### config.mk
export PLATFORM = sky130hd
export DESIGN_NAME = checked_integer_power_flat
export DESIGN_NICKNAME = d
export VERILOG_FILES = /design/src/hdl/cip_pkg.sv /design/src/hdl/cip_if.sv /design/src/hdl/checked_integer_power.sv /design/src/hdl/cip_ctrl.sv /design/src/hdl/cip_dp.sv /design/src/flat_wrapper.sv
export SDC_FILE = /design/constraint.sdc
export NUM_CORES = 2
export LEC_CHECK = 0
export BUFFER_PORTS_ARGS = -buffer_cell sky130_fd_sc_hd__buf_4
export CAP_MARGIN = 20
export CORE_ASPECT_RATIO = 1.1
export CORE_MARGIN = 3
export CORE_UTILIZATION = 30
export DETAILED_ROUTE_END_ITERATION = 10
export PLACE_DENSITY = 0.51
export SYNTH_ARGS = -nofsm -noshare
export SYNTH_HDL_FRONTEND = slang
export SYNTH_HIERARCHICAL = 1
export SYNTH_SLANG_ARGS = --single-unit
### constraint.sdc
create_clock -name clk -period 9.3 [get_ports clk]
set_input_delay 0.465 -clock clk [delete_from_list [all_inputs] [get_ports clk]]
set_output_delay 0.465 -clock clk [all_outputs]
set_load 0.05 [all_outputs]
### src/hdl/cip_pkg.sv
// Shared constants, status codes and control structs for the checked integer power block.
package cip_pkg;

  localparam int FIELD_BITS    = 64;
  localparam int WORD_BITS_DEF = 64;
  localparam int MUL_BITS      = 32;

  typedef logic [1:0] status_t;

  localparam status_t ST_OK        = 2'd0;
  localparam status_t ST_NEG_EXP   = 2'd1;
  localparam status_t ST_ZERO_ZERO = 2'd2;
  localparam status_t ST_OVERFLOW  = 2'd3;

  typedef struct packed {
    logic load;
    logic clr_prod;
    logic mul;
    logic accum;
    logic check;
    logic next_bit;
    logic sel_base;
    logic emit;
  } ctl_cmd_t;

  typedef struct packed {
    logic early;
    logic exp_msb;
    logic ovf_now;
  } dp_sts_t;

endpackage

### src/hdl/cip_if.sv
// Valid/ready channel interfaces for operand and result transfers.
interface cip_in_if;
  import cip_pkg::*;
  logic                  valid;
  logic                  ready;
  logic [FIELD_BITS-1:0] base_value;
  logic [FIELD_BITS-1:0] exponent;
  modport source (output valid, output base_value, output exponent, input ready);
  modport sink (input valid, input base_value, input exponent, output ready);
endinterface

interface cip_out_if;
  import cip_pkg::*;
  logic                  valid;
  logic                  ready;
  logic [FIELD_BITS-1:0] result_value;
  status_t               status;
  modport source (output valid, output result_value, output status, input ready);
  modport sink (input valid, input result_value, input status, output ready);
endinterface

### src/hdl/checked_integer_power.sv
// Top level of the checked integer power block: controller, datapath and channel ports.
// Raises a signed base to a signed exponent and returns the exact power with a
// status (ok, negative exponent, zero to the power zero, overflow); the result
// reads zero whenever the status is not ok. One item is in work at a time. A
// negative exponent, a zero exponent, a zero base, a base of magnitude one or an
// exponent of WORD_BITS or more is settled without a scan of the exponent.
// Otherwise the exponent is scanned from its top bit over clog2(WORD_BITS) bit
// positions; each position costs a squaring, plus a multiply by the base when the
// bit is set, and each product is summed from N*N partial products on the one
// 32x32 multiplier, where N = ceil(WORD_BITS/32). An overflow ends the scan
// early. A finished result sits in the output register while the next operand
// transfer is taken.
module checked_integer_power #(
  parameter int WORD_BITS = cip_pkg::WORD_BITS_DEF
) (
  input logic       clk,
  input logic       rst_n,
  cip_in_if.sink    in_ch,
  cip_out_if.source out_ch
);
  import cip_pkg::*;

  localparam int NCH = (WORD_BITS + MUL_BITS - 1) / MUL_BITS;
  localparam int CIW = (NCH > 1) ? $clog2(NCH) : 1;

  ctl_cmd_t       cmd;
  dp_sts_t        sts;
  logic [CIW-1:0] a_idx;
  logic [CIW-1:0] b_idx;

  cip_ctrl #(
    .WORD_BITS (WORD_BITS)
  ) u_ctrl (
    .clk       (clk),
    .rst_n     (rst_n),
    .in_valid  (in_ch.valid),
    .in_ready  (in_ch.ready),
    .out_valid (out_ch.valid),
    .out_ready (out_ch.ready),
    .sts       (sts),
    .cmd       (cmd),
    .a_idx     (a_idx),
    .b_idx     (b_idx)
  );

  cip_dp #(
    .WORD_BITS (WORD_BITS)
  ) u_dp (
    .clk        (clk),
    .cmd        (cmd),
    .sts        (sts),
    .a_idx      (a_idx),
    .b_idx      (b_idx),
    .in_base    (in_ch.base_value),
    .in_exp     (in_ch.exponent),
    .out_value  (out_ch.result_value),
    .out_status (out_ch.status)
  );

endmodule

### src/hdl/cip_ctrl.sv
// Sequencer for square-and-multiply over a shared partial-product multiplier.
module cip_ctrl #(
  parameter int WORD_BITS = cip_pkg::WORD_BITS_DEF
) (
  input  logic              clk,
  input  logic              rst_n,
  input  logic              in_valid,
  output logic              in_ready,
  output logic              out_valid,
  input  logic              out_ready,
  input  cip_pkg::dp_sts_t  sts,
  output cip_pkg::ctl_cmd_t cmd,
  output logic [((((WORD_BITS + cip_pkg::MUL_BITS - 1) / cip_pkg::MUL_BITS) > 1) ?
                 $clog2((WORD_BITS + cip_pkg::MUL_BITS - 1) / cip_pkg::MUL_BITS) : 1)-1:0]
                            a_idx,
  output logic [((((WORD_BITS + cip_pkg::MUL_BITS - 1) / cip_pkg::MUL_BITS) > 1) ?
                 $clog2((WORD_BITS + cip_pkg::MUL_BITS - 1) / cip_pkg::MUL_BITS) : 1)-1:0]
                            b_idx
);
  import cip_pkg::*;

  localparam int EB   = $clog2(WORD_BITS);
  localparam int BCW  = $clog2(EB);
  localparam int NCH  = (WORD_BITS + MUL_BITS - 1) / MUL_BITS;
  localparam int CIW  = (NCH > 1) ? $clog2(NCH) : 1;

  localparam logic [2:0] S_IDLE   = 3'd0;
  localparam logic [2:0] S_START  = 3'd1;
  localparam logic [2:0] S_MUL    = 3'd2;
  localparam logic [2:0] S_ACC    = 3'd3;
  localparam logic [2:0] S_CHECK  = 3'd4;
  localparam logic [2:0] S_FINISH = 3'd5;

  logic [2:0]     state_r, state_nxt;
  logic           phase_r, phase_nxt;
  logic [BCW-1:0] bit_cnt_r, bit_cnt_nxt;
  logic [CIW-1:0] ai_r, ai_nxt;
  logic [CIW-1:0] bi_r, bi_nxt;
  logic           out_valid_r, out_valid_nxt;
  logic           in_xfer;
  logic           out_free;

  assign in_ready  = (state_r == S_IDLE);
  assign in_xfer   = in_valid && in_ready;
  assign out_valid = out_valid_r;
  assign out_free  = !out_valid_r || out_ready;
  assign a_idx     = ai_r;
  assign b_idx     = bi_r;

  always_comb begin
    state_nxt   = state_r;
    phase_nxt   = phase_r;
    bit_cnt_nxt = bit_cnt_r;
    ai_nxt      = ai_r;
    bi_nxt      = bi_r;
    cmd         = '0;
    cmd.sel_base = phase_r;
    unique case (state_r)
      S_IDLE: begin
        if (in_xfer) begin
          cmd.load    = 1'b1;
          phase_nxt   = 1'b0;
          bit_cnt_nxt = BCW'(EB - 1);
          state_nxt   = sts.early ? S_FINISH : S_START;
        end
      end
      S_START: begin
        cmd.clr_prod = 1'b1;
        ai_nxt       = '0;
        bi_nxt       = '0;
        state_nxt    = S_MUL;
      end
      S_MUL: begin
        cmd.mul   = 1'b1;
        state_nxt = S_ACC;
      end
      S_ACC: begin
        cmd.accum = 1'b1;
        state_nxt = S_MUL;
        if (bi_r == CIW'(NCH - 1)) begin
          bi_nxt = '0;
          if (ai_r == CIW'(NCH - 1)) begin
            state_nxt = S_CHECK;
          end else begin
            ai_nxt = ai_r + CIW'(1);
          end
        end else begin
          bi_nxt = bi_r + CIW'(1);
        end
      end
      S_CHECK: begin
        cmd.check = 1'b1;
        if (sts.ovf_now) begin
          state_nxt = S_FINISH;
        end else if (!phase_r && sts.exp_msb) begin
          phase_nxt = 1'b1;
          state_nxt = S_START;
        end else if (bit_cnt_r == '0) begin
          state_nxt = S_FINISH;
        end else begin
          cmd.next_bit = 1'b1;
          bit_cnt_nxt  = bit_cnt_r - BCW'(1);
          phase_nxt    = 1'b0;
          state_nxt    = S_START;
        end
      end
      S_FINISH: begin
        if (out_free) begin
          cmd.emit  = 1'b1;
          state_nxt = S_IDLE;
        end
      end
      default: begin
        state_nxt = S_IDLE;
      end
    endcase
  end

  always_comb begin
    out_valid_nxt = out_valid_r;
    if (cmd.emit) begin
      out_valid_nxt = 1'b1;
    end else if (out_ready) begin
      out_valid_nxt = 1'b0;
    end
  end

  always_ff @(posedge clk) begin
    if (!rst_n) begin
      state_r     <= S_IDLE;
      phase_r     <= 1'b0;
      bit_cnt_r   <= '0;
      ai_r        <= '0;
      bi_r        <= '0;
      out_valid_r <= 1'b0;
    end else begin
      state_r     <= state_nxt;
      phase_r     <= phase_nxt;
      bit_cnt_r   <= bit_cnt_nxt;
      ai_r        <= ai_nxt;
      bi_r        <= bi_nxt;
      out_valid_r <= out_valid_nxt;
    end
  end

endmodule

### src/hdl/cip_dp.sv
// Datapath: operand decode, shared chunked multiplier, range check and result register.
module cip_dp #(
  parameter int WORD_BITS = cip_pkg::WORD_BITS_DEF
) (
  input  logic                          clk,
  input  cip_pkg::ctl_cmd_t             cmd,
  output cip_pkg::dp_sts_t              sts,
  input  logic [((((WORD_BITS + cip_pkg::MUL_BITS - 1) / cip_pkg::MUL_BITS) > 1) ?
                 $clog2((WORD_BITS + cip_pkg::MUL_BITS - 1) / cip_pkg::MUL_BITS) : 1)-1:0]
                                        a_idx,
  input  logic [((((WORD_BITS + cip_pkg::MUL_BITS - 1) / cip_pkg::MUL_BITS) > 1) ?
                 $clog2((WORD_BITS + cip_pkg::MUL_BITS - 1) / cip_pkg::MUL_BITS) : 1)-1:0]
                                        b_idx,
  input  logic [cip_pkg::FIELD_BITS-1:0] in_base,
  input  logic [cip_pkg::FIELD_BITS-1:0] in_exp,
  output logic [cip_pkg::FIELD_BITS-1:0] out_value,
  output cip_pkg::status_t              out_status
);
  import cip_pkg::*;

  localparam int W   = WORD_BITS;
  localparam int EB  = $clog2(W);
  localparam int NCH = (W + MUL_BITS - 1) / MUL_BITS;
  localparam int PW  = NCH * MUL_BITS;
  localparam int CIW = (NCH > 1) ? $clog2(NCH) : 1;
  localparam logic [W-1:0] SIGN_W = {1'b1, {(W-1){1'b0}}};

  logic [W-1:0]            b_w, e_w, bmag_w, ld_acc, limit, final_w, b_sel;
  logic                    b_neg, e_neg, b_zero, e_zero, bmag_one, e_big, neg_res, early;
  status_t                 ld_st;
  logic [PW-1:0]           a_pad, b_pad;
  logic [MUL_BITS-1:0]     a_ch, b_ch;
  logic [2*MUL_BITS-1:0]   pp;
  logic [2*PW-1:0]         prod_add;
  logic                    ovf_now;

  logic [W-1:0]            bmag_r;
  logic [W-1:0]            acc_r;
  logic [EB-1:0]           exp_r;
  logic                    neg_r;
  status_t                 st_r;
  logic [2*MUL_BITS-1:0]   pp_r;
  logic [CIW:0]            sh_r;
  logic [2*PW-1:0]         prod_r;
  logic [FIELD_BITS-1:0]   out_value_r;
  status_t                 out_status_r;

  always_comb begin
    b_w      = in_base[W-1:0];
    e_w      = in_exp[W-1:0];
    b_neg    = b_w[W-1];
    e_neg    = e_w[W-1];
    b_zero   = (b_w == '0);
    e_zero   = (e_w == '0);
    bmag_w   = b_neg ? (~b_w + W'(1)) : b_w;
    bmag_one = (bmag_w == W'(1));
    e_big    = (e_w >= W'(W));
    neg_res  = b_neg && e_w[0];
    early    = e_neg || e_zero || b_zero || bmag_one || e_big;
    ld_st    = ST_OK;
    ld_acc   = W'(1);
    if (e_neg) begin
      ld_st = ST_NEG_EXP;
    end else if (b_zero && e_zero) begin
      ld_st = ST_ZERO_ZERO;
    end else if (e_zero) begin
      ld_acc = W'(1);
    end else if (b_zero) begin
      ld_acc = '0;
    end else if (bmag_one) begin
      ld_acc = W'(1);
    end else if (e_big) begin
      ld_st = ST_OVERFLOW;
    end
  end

  always_comb begin
    b_sel    = cmd.sel_base ? bmag_r : acc_r;
    a_pad    = PW'(acc_r);
    b_pad    = PW'(b_sel);
    a_ch     = a_pad[a_idx*MUL_BITS +: MUL_BITS];
    b_ch     = b_pad[b_idx*MUL_BITS +: MUL_BITS];
    pp       = (2*MUL_BITS)'(a_ch) * (2*MUL_BITS)'(b_ch);
    prod_add = prod_r + ((2*PW)'(pp_r) << (sh_r * MUL_BITS));
    limit    = neg_r ? SIGN_W : (SIGN_W - W'(1));
    ovf_now  = (|prod_r[2*PW-1:W]) || (prod_r[W-1:0] > limit);
    final_w  = (st_r != ST_OK) ? '0 : (neg_r ? (~acc_r + W'(1)) : acc_r);
  end

  assign sts.early   = early;
  assign sts.exp_msb = exp_r[EB-1];
  assign sts.ovf_now = ovf_now;

  always_ff @(posedge clk) begin
    if (cmd.load) begin
      bmag_r <= bmag_w;
      exp_r  <= e_w[EB-1:0];
      neg_r  <= neg_res;
      acc_r  <= ld_acc;
      st_r   <= ld_st;
    end
    if (cmd.clr_prod) begin
      prod_r <= '0;
    end
    if (cmd.mul) begin
      pp_r <= pp;
      sh_r <= (CIW+1)'(a_idx) + (CIW+1)'(b_idx);
    end
    if (cmd.accum) begin
      prod_r <= prod_add;
    end
    if (cmd.check) begin
      if (ovf_now) begin
        st_r <= ST_OVERFLOW;
      end else begin
        acc_r <= prod_r[W-1:0];
      end
    end
    if (cmd.next_bit) begin
      exp_r <= exp_r << 1;
    end
    if (cmd.emit) begin
      out_value_r  <= FIELD_BITS'($signed(final_w));
      out_status_r <= st_r;
    end
  end

  assign out_value  = out_value_r;
  assign out_status = out_status_r;

endmodule

### src/flat_wrapper.sv
// flat-port wrapper written by rule: the top's interface ports become plain ports
module checked_integer_power_flat import cip_pkg::*;
#(
  parameter int WORD_BITS = cip_pkg::WORD_BITS_DEF
)
  (clk, rst_n, in_ch_valid, in_ch_base_value, in_ch_exponent, in_ch_ready, out_ch_valid, out_ch_result_value, out_ch_status, out_ch_ready);
  cip_in_if in_ch_i ();
  cip_out_if out_ch_i ();
  input logic clk;
  input logic rst_n;
  input wire logic [$bits(in_ch_i.valid)-1:0] in_ch_valid;
  input wire logic [$bits(in_ch_i.base_value)-1:0] in_ch_base_value;
  input wire logic [$bits(in_ch_i.exponent)-1:0] in_ch_exponent;
  output wire logic [$bits(in_ch_i.ready)-1:0] in_ch_ready;
  output wire logic [$bits(out_ch_i.valid)-1:0] out_ch_valid;
  output wire logic [$bits(out_ch_i.result_value)-1:0] out_ch_result_value;
  output wire logic [$bits(out_ch_i.status)-1:0] out_ch_status;
  input wire logic [$bits(out_ch_i.ready)-1:0] out_ch_ready;
  assign in_ch_i.valid = in_ch_valid;
  assign in_ch_i.base_value = in_ch_base_value;
  assign in_ch_i.exponent = in_ch_exponent;
  assign in_ch_ready = in_ch_i.ready;
  assign out_ch_valid = out_ch_i.valid;
  assign out_ch_result_value = out_ch_i.result_value;
  assign out_ch_status = out_ch_i.status;
  assign out_ch_i.ready = out_ch_ready;
  checked_integer_power #(.WORD_BITS(WORD_BITS)) u_core (.clk(clk), .rst_n(rst_n), .in_ch(in_ch_i), .out_ch(out_ch_i));
endmodule
# After elaboration in Yosys (flattened, before gate mapping)
# Cells that the tools add are included.
[classes]
n_eq_ne = 13
n_lt_le_gt_ge = 2
mux = 61
shift = 3
multipliers = 1
n_div = 0
add_sub_neg = 7
bitwise_logic = 2
n_reduce_logical = 27
[op_table]
columns = ["op", "count"]
rows = [
  ["$mux 64", 8],
  ["$mux 128", 2],
  ["$add 128x128->128", 1],
  ["$add 64x1->64 const B", 2],
  ["$logic_not 64->1", 2],
  ["$not 64->64", 2],
  ["$shiftx 64x7->32", 2],
  ["$shl 64x7->128", 1],
  ["$eq 64x1->1 const B", 1],
  ["$ge 64x7->1 const B", 1],
  ["$gt 64x64->1", 1],
  ["$mul 32x32->64", 1],
  ["$reduce_or 64->1", 1],
  ["$mux 3", 12],
  ["$mux 1", 22],
  ["$mux 2", 10],
  ["$pmux 3 s6", 1],
  ["$mux 6", 2],
  ["$reduce_bool 2->1", 6],
  ["$ne 2x2->1 const B", 5],
  ["$eq 3x2->1 const B", 2],
  ["$eq 3x3->1 const B", 2],
  ["$logic_not 3->1", 2],
  ["$logic_or 1x1->1", 6],
  ["other kinds (13)", 21],
]
[word_totals]
mem_count = 0
elab_cells = 133
latch_bits = 0
regBits = 407
in_bits = 132
mem_bits_ro = 0
ram_bits = 0
output_inout_bits = 68

# Logic depth before layout (Yosys ltp)
[depth]
word_depth = 12
ltp_mapped = 39
depth_no_buf = 33

# Hierarchy
# The synthesis kept the hierarchy.
[by_module_without_submodules]
columns = ["module", "instances", "cells_per_inst", "area_each_um2", "seq_area_each_um2"]
rows = [
  ["cip_dp", 1, 6911, 61377.6, 11250.8],
  ["cip_ctrl", 1, 63, 591.8, 200.2],
]

# Least setup slack after synthesis
# OpenSTA, ideal clock, no wires.
[synth_path]
path_type = "register -> register"
start = "register u_core.u_ctrl.phase_r"
end = "register u_core.u_dp.pp_r[57] (data pin)"
synth_period_minus_slack_ps = 9749
required_ps = 9035
setup_ps = 265
path_buffers = 6
path_slack_ps = -449
path_stages_with_launch = 36
t_arrival_ps = 9484
path_cell_list = "dfxtp_1 buf_4 clkbuf_1 clkbuf_1 clkbuf_1 mux2i_1 nand2_1 o21ai_1 clkbuf_1 nor2_1 fa_1 fa_1 inv_1 fa_1 fa_1 inv_1 fa_1 fa_1 fa_1 inv_1 fa_1 inv_1 ha_1 clkbuf_1 and3_1 and4_1 and3_1 a221oi_1 o21ai_0 a21oi_1 o221ai_1 a311o_1 a221o_1 a21oi_1 o21ai_0 xor2_1"
[synth_via]
elab_chain_cells = 3
[synth_lines]
columns = ["item", "line_no", "rtl"]
rows = [
  ["from (decl)", "cip_ctrl.sv:35", "logic phase_r, phase_nxt;"],
  ["from (signal assigned)", "cip_ctrl.sv:138", "phase_r <= phase_nxt;"],
  ["$mux 64", "cip_dp.sv:78", "b_sel = cmd.sel_base ? bmag_r : acc_r;"],
  ["$shiftx 64x7->32", "cip_dp.sv:82", "b_ch = b_pad[b_idx*MUL_BITS +: MUL_BITS];"],
  ["$mul 32x32->64", "cip_dp.sv:83", "pp = (2*MUL_BITS)'(a_ch) * (2*MUL_BITS)'(b_ch);"],
  ["net u_core.u_dp.pp[57]", "cip_dp.sv:33", "logic [2*MUL_BITS-1:0] pp;"],
  ["to (signal assigned)", "cip_dp.sv:106", "pp_r <= pp;"],
  ["to (decl)", "cip_dp.sv:42", "logic [2*MUL_BITS-1:0] pp_r;"],
]
# The timed path passes the listed nets, and every way through them passes these cells.
# A chain may end at the register's enable or synchronous reset.

# Worst setup path in the final report
[layout_path]
start = "register u_core.u_ctrl.phase_r"
end = "register u_core.u_dp.pp_r[62] (data pin)"
# The elaborated chain is that of the path after synthesis.

==> qor.yml <==
worst_setup_path:
  end_kind: "register"
  critical-path-top-delay-family: "adder cells"
  path_class: "register to register"
  timing.critical_path.mode_cell: "fa_1"
  critical-path-slowest-cell: "fa_2"
  cp.arrival_ns: 9.49
  crit_path_start_kind: "register"
  critPathBufInv: 7
  critPathMaxStageDelay_ns: 0.67
  worstPathMaxFanout: 8
  cp.required_ns: 9.67
power_and_ir_drop:
  leakage_nw: 32.35
  ir_drop_uv: 152.3
  power_density_nw_per_um2: 121.6
floorplan:
  initial_utilization_pct: 30.25
  die_w_um: 439.3
  rows: 174
  die_y_um: 482.7
  core_um2: 204900
  floorplan.die_area_um2: 212100
  io_pins: 200
yosys:
  synth-simple-area-share_pct: 16.93
  ys_ff_latch: 407
  yosys_warnings: 6
  syn_area_um2: 61970
  syn-num-nets: 8462
  synthArstFlopShare_pct: 0
  synth_fa_ha_area_share_pct: 38.25
  synth_top_family_by_area: "adder cells"
  synth_edf_count: 330
  synth_cell_types: 88
  avgSynthCellArea_um2: 8.886
  yosys.area.top_type_share_pct: 28.98
  synth_compound_area_share_pct: 10.83
  yosysTopAreaCell: "fa_1"
  seq_area_frac_synth_pct: 18.48
  synthXorXnorAreaFrac_pct: 4.155
  synth_area_leaders: "fa_1 29%, edfxtp_1 16%, ha_1 9.3%"
  synthFlopType: "edfxtp_1"
  synthCells: 6974
  synthMuxAreaShare_pct: 2.837
routing:
  wl_mm: 261.5
  dr.first_iter.drc_count: 4251
  via_per_inst: 5.260
  avgRoutedWirePerCell_um: 25.96
  postRouteAntennaNets: 0
  drt_first_pass_iters: 6
  drc: 0
  vias: 52990
place:
  dp_hpwl_mm: 214.5
  dpl_worst_slack_ns: -0.05838
  globalplace.congestion: 0.9974
  port_buffers: 199
  placed_area_um2: 69260
  place_inst: 9913
clock_network:
  cts_buffer_depth: 3
  insertion_delay_ns: 0.69
  clk_pin_slew_ns: 0.06
  cts_tree: "yes"
  numCtsBuffers: 52
  cts.sinks: 407
  cts_htree_levels: 2
  cts_root_buffer: "clkbuf_16"
sta:
  holdWs_ns: 0.05294
  rsz0062_at_grt: "yes"
  period_minus_slack_ns: 9.122
  setup_viol: 0
  min_period_over_period_pct: 98.09
  worst_slack_ns: 0.1779
  max_freq_mhz: 109.6
  slew_headroom_pct: 19.83
  skew_ns: 0.07511
  tightest_slew_ns: 1.192
  drv_slew: 0
  hold_viol_final: 0
final_layout:
  fillCellCount: 21130
  final_common_cell: "inv_1"
  final_area_um2: 72000
  layout.nets: 8775
  final_cells: 10070
  drive_above_1_share_pct: 12.76
  area_growth_pct: 16.19
  final_cell_mix: "1009 x inv_1, 887 x fa_1, 801 x nor2_1"
grt:
  grt_max_degree: 129
  grt.total_usage_pct: 24.19
  grt_pass1_vias: 54320
  grt_overflow: 0
  grt_pass1_wl_mm: 375.4
  antenna_found_initial: 17
status:
  status: "completed"
min_path:
  hold_class: "primary input to register"
run:
  maxCapViolCount: 0
[cells by family (layout without fill, tap and decap cells)]
family                   count (synthesis)  count (layout)
multiplexers                           162             162
flip-flops                             407             407
other                                    0              16
XOR/XNOR                               294             294
AO/OA/AOI/OAI                         1060            1060
buffers and inverters                 1397            1752
AND/OR/NAND/NOR                       2298            2298
adder cells (fa/ha/maj)               1356            1356
[where the power goes]
group	internal, mW	switching (mW)	total (mW)	leakage, nW
Clock	1.26	0.935	2.19	0.889
Sequential	2.42	0.433	2.85	3.73
Combinational	1.30	2.41	3.71	27.7
[sequential cells by signal, indices dropped and copies added, names as in the netlist]
signal / flops
u_core/u_dp/pp_r: 64
u_core/u_dp/bmag_r: 64
u_core/u_dp/a_pad: 64
u_core/u_ctrl/out_valid: 1
u_core/u_dp/neg_r: 1
u_core/u_dp/exp_r: 6
u_core/u_dp/out_value: 64
u_core/u_dp/st_r: 2
u_core/u_dp/sh_r: 2
u_core/u_dp/out_status: 2
u_core/u_ctrl/state_r: 3
u_core/u_ctrl/b_idx: 1
u_core/u_ctrl/phase_r: 1
u_core/u_dp/prod_r: 128
u_core/u_ctrl/a_idx: 1
u_core/u_ctrl/bit_cnt_r: 3
[synth_stat cells (all sizes together) (47+ instances only)]
cell type  number
xnor2         170
o21ai         303
and2          159
mux2           59
nand3         116
nand2         725
inv          1014
clkbuf        357
fa            897
mux2i          98
o31ai          47
nor2b          68
xor2          124
dfxtp          77
edfxtp        330
nor2          804
nor3           62
a21oi         275
ha            459
a21o          142
nor4           67
nand4          98
o21a           51
[final timing paths]
path	from	endpoint	slack (ns)	cells past startpoint
setup / recovery	u_core/u_ctrl/phase_r	u_core/u_dp/pp_r[62]	0.18	32
hold / removal	in_ch_base_value[0]	u_core/u_dp/bmag_r[0]	0.05	1
setup reg to reg	u_core/u_ctrl/phase_r	u_core/u_dp/pp_r[62]	0.18	32
hold reg to reg	u_core/u_dp/st_r[1]	u_core/u_dp/out_status[1]	0.45	0
[worst reg2reg max path: cells and delay by family (launching register included)]
| family | cells | cell delay (ns) |
|---|---|---|
| fa+ha+maj | 9 | 4.60 |
| compound gates | 11 | 2.23 |
| buf+inv | 7 | 0.96 |
| simple gates | 3 | 0.41 |
| flops | 1 | 0.37 |
| xor+xnor | 1 | 0.15 |
| mux | 1 | 0.13 |
[routing by layer]
layer	GRT usage [%]	part of all wire, %	up-vias
li1	-	-	23410
met1	31.28	41	27050
met2	39.03	46	1977
met3	3.413	6.1	551
met4	13.26	6.8	2
met5	0	0.0050	-
[cell type report]
type / instances / area, um^2 / share of cell area [%]
clock buffer: 65 / 1454 / 2.019
antenna: 16 / 40.04 / 0.05561
inverter: 1016 / 3815 / 5.298
multi-input combinational: 5170 / 45710 / 63.48
tap: 2728 / 3413 / 4.740
sequential: 407 / 11460 / 15.92
clock inverter: 31 / 361.6 / 0.5022
timing repair buffer: 640 / 5753 / 7.990
[stage by stage]
stage                     util (%)  setup TNS (ns)  power, mW
after floorplan                  -               0      5.079
after global placement       33.81               0      6.456
after detailed placement     33.81        -0.08256      6.471
after CTS                    34.71               0      8.707
after global routing         35.14         -0.2156      9.197
final                        35.15               0      8.755
[timing repair]
action / in CTS / in global routing
pin swaps: 0 / 18
hold buffers: 0 / 0
gates resized for setup: 4 / 77
setup endpoints to repair: 4 / 15
setup buffers: 0 / 42
gates cloned: 0 / 5
No activity file was read; power rests on OpenSTA's default activity.
